==> config.mk <==
export PLATFORM = sky130hd
export DESIGN_NAME = bhpn_divider
export DESIGN_NICKNAME = d
export VERILOG_FILES = /design/src/design/bhpn_pkg.sv /design/src/design/bhpn_divider.sv
export SDC_FILE = /design/constraint.sdc
export NUM_CORES = 1
export LEC_CHECK = 0
export BUFFER_PORTS_ARGS = -buffer_cell sky130_fd_sc_hd__buf_2
export CAP_MARGIN = 20
export CORE_ASPECT_RATIO = 0.8
export CORE_MARGIN = 3
export CORE_UTILIZATION = 53
export CTS_CLUSTER_DIAMETER = 30
export DETAILED_ROUTE_END_ITERATION = 8
export GPL_TIMING_DRIVEN = 0
export PLACE_DENSITY_LB_ADDON = 0.2
export SYNTH_ARGS = -nofsm -noshare
export SYNTH_HDL_FRONTEND = slang
export SYNTH_SLANG_ARGS = --single-unit
==> constraint.sdc <==
create_clock -name aclk -period 7.05 [get_ports aclk]
set_input_delay 1.41 -clock aclk [delete_from_list [all_inputs] [get_ports aclk]]
set_output_delay 1.41 -clock aclk [all_outputs]
set_load 0.01 [all_outputs]
==> src/design/bhpn_pkg.sv <==
package bhpn_pkg;

    localparam int COUNT_BITS = 22;
    localparam int NUM_BINS   = 256;
    localparam int ADDR_BITS  = 8;
    localparam int QUOT_BITS  = 8;
    localparam int HEIGHT_BITS = 9;
    localparam int STEP_BITS  = 4;

    localparam logic [HEIGHT_BITS-1:0] FULL_SCALE = HEIGHT_BITS'(256);
    localparam logic [COUNT_BITS-1:0]  COUNT_MAX  = {COUNT_BITS{1'b1}};

    localparam int S_TDATA_BITS = 24;
    localparam int M_TDATA_BITS = 56;

    localparam logic [1:0] CMD_ACCUMULATE = 2'd0;
    localparam logic [1:0] CMD_QUERY      = 2'd1;
    localparam logic [1:0] CMD_CLEAR      = 2'd2;

    typedef enum logic [2:0] {
        ST_IDLE,
        ST_ACC,
        ST_QRY,
        ST_DIV,
        ST_DONE
    } state_t;

    typedef struct packed {
        logic                  rd_en;
        logic [ADDR_BITS-1:0]  rd_addr;
        logic                  wr_en;
        logic [ADDR_BITS-1:0]  wr_addr;
        logic [COUNT_BITS-1:0] wr_data;
        logic                  clr;
    } ram_req_t;

    typedef struct packed {
        logic                 busy;
        logic                 done;
        logic                 sat;
        logic [QUOT_BITS-1:0] quot;
    } div_stat_t;

endpackage

==> src/design/bhpn_divider.sv <==
module bhpn_divider import bhpn_pkg::*; (
    input  logic                  aclk,
    input  logic                  aresetn,
    input  logic                  start,
    input  logic [COUNT_BITS-1:0] count,
    input  logic [COUNT_BITS-1:0] peak,
    output div_stat_t             stat
);

    logic                  busy_reg, busy_next;
    logic                  done_reg, done_next;
    logic                  sat_reg, sat_next;
    logic [STEP_BITS-1:0]  step_reg, step_next;
    logic [COUNT_BITS-1:0] rem_reg, rem_next;
    logic [QUOT_BITS-1:0]  quot_reg, quot_next;

    logic [COUNT_BITS:0]   trial;
    logic [COUNT_BITS+1:0] diff;
    logic                  ge;

    // one shared compare/subtract; step zero checks count >= peak, later steps shift in
    always_comb begin
        trial = (step_reg == '0) ? {1'b0, rem_reg} : {rem_reg, 1'b0};
        diff  = {1'b0, trial} - {2'b00, peak};
        ge    = !diff[COUNT_BITS+1];
    end

    always_comb begin
        busy_next = busy_reg;
        done_next = 1'b0;
        sat_next  = sat_reg;
        step_next = step_reg;
        rem_next  = rem_reg;
        quot_next = quot_reg;
        if (start) begin
            busy_next = 1'b1;
            sat_next  = 1'b0;
            step_next = '0;
            rem_next  = count;
            quot_next = '0;
        end else if (busy_reg) begin
            if (step_reg == '0) begin
                if (ge) begin
                    sat_next  = 1'b1;
                    busy_next = 1'b0;
                    done_next = 1'b1;
                end
            end else begin
                rem_next  = ge ? diff[COUNT_BITS-1:0] : trial[COUNT_BITS-1:0];
                quot_next = {quot_reg[QUOT_BITS-2:0], ge};
                if (step_reg == STEP_BITS'(QUOT_BITS)) begin
                    busy_next = 1'b0;
                    done_next = 1'b1;
                end
            end
            step_next = step_reg + 1'b1;
        end
    end

    always_ff @(posedge aclk) begin
        if (!aresetn) begin
            busy_reg <= 1'b0;
            done_reg <= 1'b0;
        end else begin
            busy_reg <= busy_next;
            done_reg <= done_next;
        end
        sat_reg  <= sat_next;
        step_reg <= step_next;
        rem_reg  <= rem_next;
        quot_reg <= quot_next;
    end

    assign stat.busy = busy_reg;
    assign stat.done = done_reg;
    assign stat.sat  = sat_reg;
    assign stat.quot = quot_reg;

endmodule

==> impl_results.md <==
* Worst-case hold path end point: quot_reg[7]
* CP endpoint kind: flop
* YS warnings at 0
* Die H at about 75 um
* Register-to-Register Setup Slack at 2.55 ns
* Share of layout cells above drive strength 1 at 25.00%
* Number of diodes at 0
* Final hold slack at between 0.4 and 0.5 ns
* Net Count, Synth at 423
* TritonRoute pass-1 iters at 4
* Power, Total at 1.450 mW
* Synthesized area at 3153 sq um
* Hold Crit Depth at 2
* #FFs+latches synth at 37
* Cell Int Power at 0.8117 mW
* Placed cell area at between 3000 and 4000 sq um
* Die area at a little under 7000 sq um
* DRT Wirelength at about 7.8 mm
* Period utilization at 63.86%
* Max_cap viols at 0
* Clock power share at 12.3%
* Combinational power share at between 60% and 70%
* Layout area overhead at 15.60%
* RePlAce Congestion at 0.9175
* Post-CTS Hold Buffers at 0
* GRT overflow at 0
* Pwr/cell area at between 300 and 400 nW/um^2
* Switch share at 44.03%
* Hold path start: quot_reg[7]
* Clk Latency, worst-skew pair at 0.30 ns
* Final Hold Fails at 0
* Post-DP HPWL at 5.917 mm
* Switch Pwr at 0.6384 mW
* CP required at 7.10 ns
* Worst r2r src: step_reg[0]
* Fmax at ~0.22 GHz
* Fillers at 492
* CTS tree: yes
* FP Rows at 24
* Synth unique cells at between 50 and 60
* Ys async rst share at 0%
* First-pass GRT wire length at 12.37 mm
* Area of the multi-input gates at 1974 sq um
* CTS Sinks at 37
* Max-slew violation count at 0
* Ys flop type: edfxtp_1
* Post-route ant nets at 0
* Tmin final at roughly 4.5 ns
* Via count at about 2.8k
* Core box area at 5585 sq um
* Starting Density at a little under three fifths
* Post-Syn Instances at about 350
* Die W at 92.24 um
* Post-Layout Inst Area at between 3000 and 4000 sq um
* Starting DRT DRC Count at 177
* Max reg flops at 22
* Worst-margin pin slew at 0.9290 ns
* GR peak layer: met2
* Vias/cell at 5.672
* Endpoints failing setup at 0
* Hold WC Path Type: flop to flop
* Clock transition at path regs at 0.08 ns
* Area occupied by registers at 960.9 sq um
* Met1 Usage GRT at between 30% and 40%
* Cts repair resizes at 0
* Final Core Density at 65.26%
* Met3 Use GR at 3.197%
* Clock skew at about 0.007 ns
* Peak supply drop at 0.1922 mV
* Crit Path Class: flop to flop
* Reg2reg path depth at 15
* Synth area leaders: edfxtp_1, dfxtp_1, ha_1
* Port Buf Inserts at 57
* Synth area leader: edfxtp_1
* Root buffer cell: clkbuf_8
* CTS Buf Count at 5
* R2r endpoint: rem_reg[20]
* Yosys top cell area share at 20.95%
* Average size of a mapped cell at 8.983 sq um
* IO Pins at 58
* Setup TNS at 0 ns
* Post-synth EDFFs at 22
* Sequential area share after synthesis at 30.48%
* Leakage at 1.621 nW
* Postcts setup bufs at 0
* GRT Resource Usage Total at 22.74%
* H-tree lvl count at 2
* RSZ-0062 raised after global routing: no
* Crit Path Max Fanout at 10
* Slew margin rel. at 37.92%
* Nets at roughly 490
* Largest net degree at the start of global routing at 23
* Clock Path Buffers at 2
* Antenna violations before repair at 0
* Met2 Use GR at 36.41%
* Seq pwr share at 22.5%
* Crit path DAT at 4.55 ns
* DRC errors left at 0
* Status: finished clean
* Vias in the first global route at 2567
* DR WL/cell at ~16 um
* Critical Path Source Type: flop
worst max-delay path by stage:
stage / start / cells after the start / to / slack (ns)
after floorplan: step_reg[0] / 16 / rem_reg[20] / 3.32
final: step_reg[0] / 15 / rem_reg[20] / 2.55
after global placement: step_reg[0] / 16 / rem_reg[4] / 2.70
after CTS: step_reg[0] / 15 / rem_reg[20] / 2.58
after detailed placement: step_reg[0] / 16 / rem_reg[4] / 2.64
after global routing: step_reg[0] / 15 / rem_reg[18] / 2.30
final cells by class:
cell class | count | area share [%]
Inverter | 29 | 2.987
Timing Repair Buffer | 57 | 7.827
Sequential cell | 37 | 26.36
Buffer | 17 | 2.987
Clock inverter | 2 | 0.4119
Clock buffer | 6 | 2.575
Tap cell | 78 | 2.678
Multi-Input combinational cell | 268 | 54.17
Yosys cell counts (2+ instances only):
master,instances
a21oi_1,33
xnor2_1,10
and2_1,2
nor4b_1,5
nand2b_1,4
o21ai_1,4
buf_4,3
mux2i_1,9
xor2_1,8
buf_2,2
nand2_1,33
and4_1,2
edfxtp_1,22
a21o_1,6
a211oi_1,3
mux2_2,22
o21ai_0,16
nor2_1,26
ha_1,24
a221o_1,6
and3_1,6
clkbuf_1,8
o21a_1,4
nor3_1,6
inv_1,29
dfxtp_1,15
nor2b_1,2
nor3b_1,3
o211ai_1,2
a31oi_1,6
buf_6,2
o2bb2ai_1,2
power by group through the flow:
stage / clock network (mW) / logic, mW / registers [mW]
after detailed placement: 0 / 0.925 / 0.330
after CTS: 0.178 / 0.931 / 0.326
after global placement: 0 / 0.907 / 0.328
after floorplan: 0 / 0.738 / 0.320
after global routing: 0.186 / 1.04 / 0.333
final: 0.178 / 0.946 / 0.326
cell families after synthesis:
| family | count (synthesis) | synth area share, % |
|---|---|---|
| xor+xnor | 18 | 5.000 |
| fa+ha+maj | 25 | 10.16 |
| flops | 37 | 30.48 |
| mux | 31 | 10.71 |
| compound gates | 95 | 20.79 |
| simple gates | 99 | 15.95 |
| buf+inv | 46 | 6.904 |
per-stage QoR:
stage | worst slack [ns] | instances
after detailed placement | 2.635 | 486
after floorplan | 3.322 | 351
after global placement | 2.699 | 486
after global routing | 2.295 | 494
after CTS | 2.581 | 494
final | 2.548 | 494
per-layer routing:
layer,part of all wire [%],vias to the layer above
met3,5.6,6
li1,-,1396
met5,0,-
met4,0.76,0
met1,48,1301
met2,45,99
critical path: stages (launching register included):
cell and delay [ns]:
dfxtp_1 0.42, inv_1 0.07, ha_1 0.22, or3b_1 0.16, buf_2 0.17, clkbuf_1 0.49
mux2_2 0.44, ha_1 0.45, o21ai_1 0.11, a22oi_1 0.32, nand3_2 0.18, a211oi_4 0.45
nor2_4 0.15, buf_6 0.19, nor4b_1 0.34, nor4_2 0.09
cell usage in the layout, fill, tap and decap left out, drive strengths merged, types with 9 or more instances in the layout:
master  count
buf        66
a21oi      34
nand2      33
inv        30
nor2       27
ha         24
mux2       22
edfxtp     22
o21ai      20
dfxtp      15
clkbuf     14
xnor2      10
mux2i       9
No activity file was read; power rests on OpenSTA's default activity.
